$ cat src/sv/akst_pkg.sv
// shared types and constants for the aging keyed spot table
// no dependencies
`default_nettype none

package akst_pkg;

    localparam int CAPACITY = 64;
    localparam int IDX_W = $clog2(CAPACITY);
    localparam int CNT_W = $clog2(CAPACITY + 1);
    localparam logic [31:0] TTL_RESET = 32'd86400;

    localparam logic [1:0] OP_ADD    = 2'd0;
    localparam logic [1:0] OP_DUMP   = 2'd1;
    localparam logic [1:0] OP_CLEAR  = 2'd2;
    localparam logic [1:0] OP_UNUSED = 2'd3;

    typedef struct packed {
        logic [63:0] key_high;
        logic [63:0] key_low;
        logic [31:0] heard;
        logic [31:0] freq;
        logic [7:0]  snr;
        logic [63:0] mode;
        logic        pos;
        logic [47:0] grid;
        logic [31:0] lat;
        logic [31:0] lon;
    } rec_t;

    // per-cycle command broadcast to every cell
    typedef struct packed {
        logic shift;  // every cell takes its right neighbor
        logic write;  // the selected cell loads the write record instead
    } cell_cmd_t;

endpackage

`default_nettype wire

$ cat src/sv/akst_cell.sv
// one table slot: holds a record, loads the write record or its right neighbor
// depends on akst_pkg
`default_nettype none

module akst_cell
    import akst_pkg::*;
(
    input  wire logic      clk,
    input  wire cell_cmd_t cmd,
    input  wire logic      sel,
    input  wire rec_t      wr_rec,
    input  wire rec_t      nb_rec,
    output rec_t           rec
);

    rec_t rec_reg;

    always_ff @(posedge clk)
    begin
        if (cmd.write && sel)
            rec_reg <= wr_rec;
        else if (cmd.shift)
            rec_reg <= nb_rec;
    end

    assign rec = rec_reg;

endmodule

`default_nettype wire

$ cat config.mk
export PLATFORM = sky130hd
export DESIGN_NAME = akst_cell
export DESIGN_NICKNAME = d
export VERILOG_FILES = /design/src/sv/akst_pkg.sv /design/src/sv/akst_cell.sv
export SDC_FILE = /design/constraint.sdc
export NUM_CORES = 1
export LEC_CHECK = 0
export BUFFER_PORTS_ARGS = -buffer_cell sky130_fd_sc_hd__buf_4
export CORE_AREA = 2 2 439 441
export DETAILED_ROUTE_END_ITERATION = 6
export DIE_AREA = 0 0 441 443
export PLACE_DENSITY_LB_ADDON = 0.2
export SLEW_MARGIN = 15
export SYNTH_ARGS = -nofsm -noshare
export SYNTH_HDL_FRONTEND = slang
export SYNTH_SLANG_ARGS = --single-unit
$ cat constraint.sdc
create_clock -name clk -period 11.2 [get_ports clk]
set_input_delay 2.24 -clock clk [delete_from_list [all_inputs] [get_ports clk]]
set_output_delay 2.24 -clock clk [all_outputs]
set_load 0.05 [all_outputs]
======== Word level (Yosys, flattened, before mapping) ========
Cells that the tools add are included.
W data, S select, Z words.
word-level totals
  bits in registers ....................... 377
  bits in latches ......................... 0
  RAM bits ................................ 0
  ROM bits ................................ 0
  bits of input ports ..................... 758
  output and inout port bits .............. 377
  memories ................................ 0
operators by class
  $add $sub $neg .......................... 0
  multipliers ............................. 0
  div/mod/pow operators ................... 0
  $lt $le $gt $ge ......................... 0
  equality and inequality tests ........... 0
  shift-type cells ........................ 0
  multiplexer cells ....................... 2
  bitwise logic cells ..................... 0
  reduce and logical (&&, ||, !) cells .... 2
operators by type and width
  cell                 count
  $mux W377            2
  $reduce_bool A2 Y1   1
  $logic_and A1 B1 Y1  1

======== Logic depth before layout (Yosys ltp) ========
  depth in word-level cells ............... 2
  depth in mapped cells ................... 4
  gate-level depth less buffers ........... 2

======== Least setup slack after synthesis ========
No wires, ideal clock.
  path type ............................... input to register
  from .................................... input port cmd[1] in the netlist's numbering
  to ...................................... register rec_reg (netlist bit rec[0]), enable pin
  setup time .............................. 0.810 ns
  data arrival time ....................... 11.237 ns
  data required time ...................... 10.390 ns
  setup slack ............................. -0.847 ns
  stages on the path ...................... 1
  buffers on the path ..................... 0
  cell sequence ........................... nand2b_1
between the ends
  word-level cells in the longest chain between the ends .. 1
ends and longest elaborated chain
  what                          RTL line         text
  from (decl)                   akst_cell.sv:9   input wire cell_cmd_t cmd,
  $reduce_bool A2 Y1 (no line)  n/a
  to (signal assigned)          akst_cell.sv:21  rec_reg <= wr_rec;
  to (signal assigned)          akst_cell.sv:23  rec_reg <= nb_rec;
  to (decl)                     akst_cell.sv:16  rec_t rec_reg;
No other way between the ends.
A chain may end at the register's enable or synchronous reset.

======== Worst setup path in the final report ========
  from .................................... input port cmd[0] in the netlist's numbering
  to ...................................... register rec_reg (netlist bit rec[141]) (data pin)
between the ends
  word-level cells in the longest chain between the ends .. 2
ends and longest elaborated chain
  what                 RTL line         text
  $logic_and A1 B1 Y1  akst_cell.sv:20  if (cmd.write && sel)
  $mux W377            akst_cell.sv:20
No other way between the ends.

==> impl_metrics.csv <==
group,metric,value,unit
synth,synth-seq-cells,377,
cells_and_area,largest_reg_flops,377,
synth,postSynthCellCount,797,
synth,synthesis.area,0.0160,mm^2
cells_and_area,stdcell_area,0.0290,mm^2
timing,finalHoldViolations,0,
floorplanning,io_pins,1135,
synth,synth.avg_cell_area,20.1,um^2
timing,finalCritPeriodShare,46.2,%
floorplanning,start_util,8.37,%
cells_and_area,final_cell_mix,"1138 x buf_4, 377 x edfxtp_1, 376 x mux2_2",
power,p_leak,11.6,nW
floorplanning,core,0.191,mm^2
cts,cts_resized,0,
timing,relSlewSlack,21.7,%
grt,grt_max_degree,140,
synth,synth_fp_nets,1555,
cts,postCtsSetupRepairBufs,0,
power,p_sw,1.63,mW
power,intPower,3.11,mW
worst_setup_path,cp_data_required_time,11.59,ns
power,pwr-share-seq,38.2,%
synth,yosysWarnings,0,
detailed_routing,postRouteAntennaNets,0,
cells_and_area,final_cells,4540,
cts,clock_sinks,377,
timing,setup_viol,0,
job,drv_cap,0,
grt,overflow,0,
cells_and_area,synthToLayoutAreaGrowth,81.2,%
cts,cts_buffer_depth,3,
timing,fmax,193,MHz
placed_design,placed_cell_area,0.0274,mm^2
power,power_density,164,mW/mm^2
worst_setup_path,startpoint_type,"input port",
hold_path,min_path_cells,2,
timing,maxSlewViolCount,0,
power,pwr-share-comb,27.5,%
power,total_power,4.74,mW
placed_design,dp_hpwl,98400,um
worst_setup_path,path_max_fanout,109,
hold_path,hp-start,"wr_rec[362]",
floorplanning,die_w,441,um
placed_design,pre_cts_slack,5.40,ns
detailed_routing,drc,0,
status,status,"complete, no violations",
power,clkPwrFrac,34.2,%
detailed_routing,wl_per_cell,25.6,um
power,switching_share,34.4,%
worst_setup_path,endpoint,"rec[141]$_DFFE_PP_",
synth,synth.area.top_cells,"edfxtp_1 71%, mux2_2 26%, buf_6 2.5%",
worst_setup_path,worstSetupPathType,"input port to register",
cts,cts_tree,"built",
floorplanning,core.rowCount,161,
detailed_routing,wirelength,116000,um
synth,yosysTopAreaCell,"edfxtp_1",
timing,min_period,5.17,ns
timing,worst_slack,6.03,ns
grt,grt_pass1_wl,141000,um
placed_design,dp_cells,4424,
cts,hold_buffers,0,
floorplanning,fp.dieH,443,um
placed_design,portBuffers,1134,
cells_and_area,fin_nets,2711,
grt,antenna_found_initial,106,
detailed_routing,first_pass_iters,5,
grt,grt_usage,11.4,%
timing,worst_pin_slew,1.17,ns
cells_and_area,drive_above_1_share,79.4,%
worst_setup_path,arrival,5.57,ns
cts,clk_pin_slew_worst_paths,0.06,ns
synth,yosys.cell_types.count,8,
worst_setup_path,endpoint_kind,"register",
worst_setup_path,critPathLaunch,"cmd[0]",
cts,cts.htree.levels,2,
detailed_routing,viasPerCell,2.78,
cells_and_area,mostFrequentLayoutCell,"buf_4",
cts,cts_root_buf,"clkbuf_16",
timing,grt_setup_unrepaired,"no",
detailed_routing,drt_iter0_drc,658,
placed_design,globalplace.congestion,0.860,
power,worst_ir_drop_vdd,0.000101,V
hold_path,hold_path_class,"input port to register",
cts,cts_buffers,53,
synth,seq_area_frac_synth,70.7,%
grt,grt_pass1_vias,12900,
synth,synth_top_area_share,70.7,%
floorplanning,dieArea,0.195,mm^2
detailed_routing,vias,12600,
timing,finalSetupTns,0,ns
==> critical path: stages <==
cell     delay, ns
buf_4         0.13
nand2_8       0.33
buf_4         0.77
buf_4         0.69
buf_12        0.41
mux2_2        0.42
==> cells by family after synthesis <==
| group | Yosys count | synth area share (%) |
|---|---|---|
| buffers and inverters | 41 | 2.67 |
| multiplexers | 377 | 26.5 |
| AND/OR/NAND/NOR | 2 | 0.0782 |
| flip-flops | 377 | 70.7 |
==> synthesized netlist by cell type <==
cell      instances
edfxtp_1        377
mux2_2          376
buf_6            35
buf_2             5
buf_4             1
mux2_1            1
nand2_2           1
nand2b_1          1
==> worst min-delay path by stage <==
stage | endpoint | slack [ns]
after floorplan | rec[362]$_DFFE_PP_ | 2.44
after global placement | rec[362]$_DFFE_PP_ | 2.54
after detailed placement | rec[362]$_DFFE_PP_ | 2.54
after CTS | rec[336]$_DFFE_PP_ | 1.77
after global routing | rec[336]$_DFFE_PP_ | 1.82
final | rec[362]$_DFFE_PP_ | 1.86
==> power groups by stage <==
stage	Combinational, mW	Clock, mW	Sequential, mW
after floorplan	0.168	0	2.40
after global placement	1.33	0	1.84
after detailed placement	1.33	0	1.84
after CTS	1.33	1.71	1.81
after global routing	1.36	1.74	1.83
final	1.31	1.62	1.81
==> through the flow <==
step / utilization, % / hold WS [ns]
2_1_floorplan: - / 2.44
3_5_place_dp: 14.3 / 2.54
6_report: 15.2 / 1.86
5_1_grt: 15.1 / 1.82
4_1_cts: 15.1 / 1.77
3_3_place_gp: 14.3 / 2.54
==> metal layers <==
metal | wire (um) | global-route usage, % | up-vias | share of wire [%]
li1 | - | - | 5517 | -
met1 | 40600 | 11.5 | 6138 | 35
met2 | 57800 | 19.6 | 640 | 50
met4 | 4310 | 4.12 | 90 | 3.7
met3 | 12800 | 6.00 | 222 | 11
met5 | 586 | 0.422 | - | 0.50
==> cell type report <==
| cell class | count | area (um^2) |
|---|---|---|
| Sequential cell | 377 | 11300 |
| Fill cell | 21300 | 162000 |
| Antenna cell | 20 | 50.0 |
| Clock buffer | 68 | 1380 |
| Timing Repair Buffer | 1142 | 8620 |
| Clock inverter | 28 | 179 |
| Multi-Input combinational cell | 379 | 4280 |
| Tap cell | 2526 | 3160 |
No activity file was read; power rests on OpenSTA's default activity.
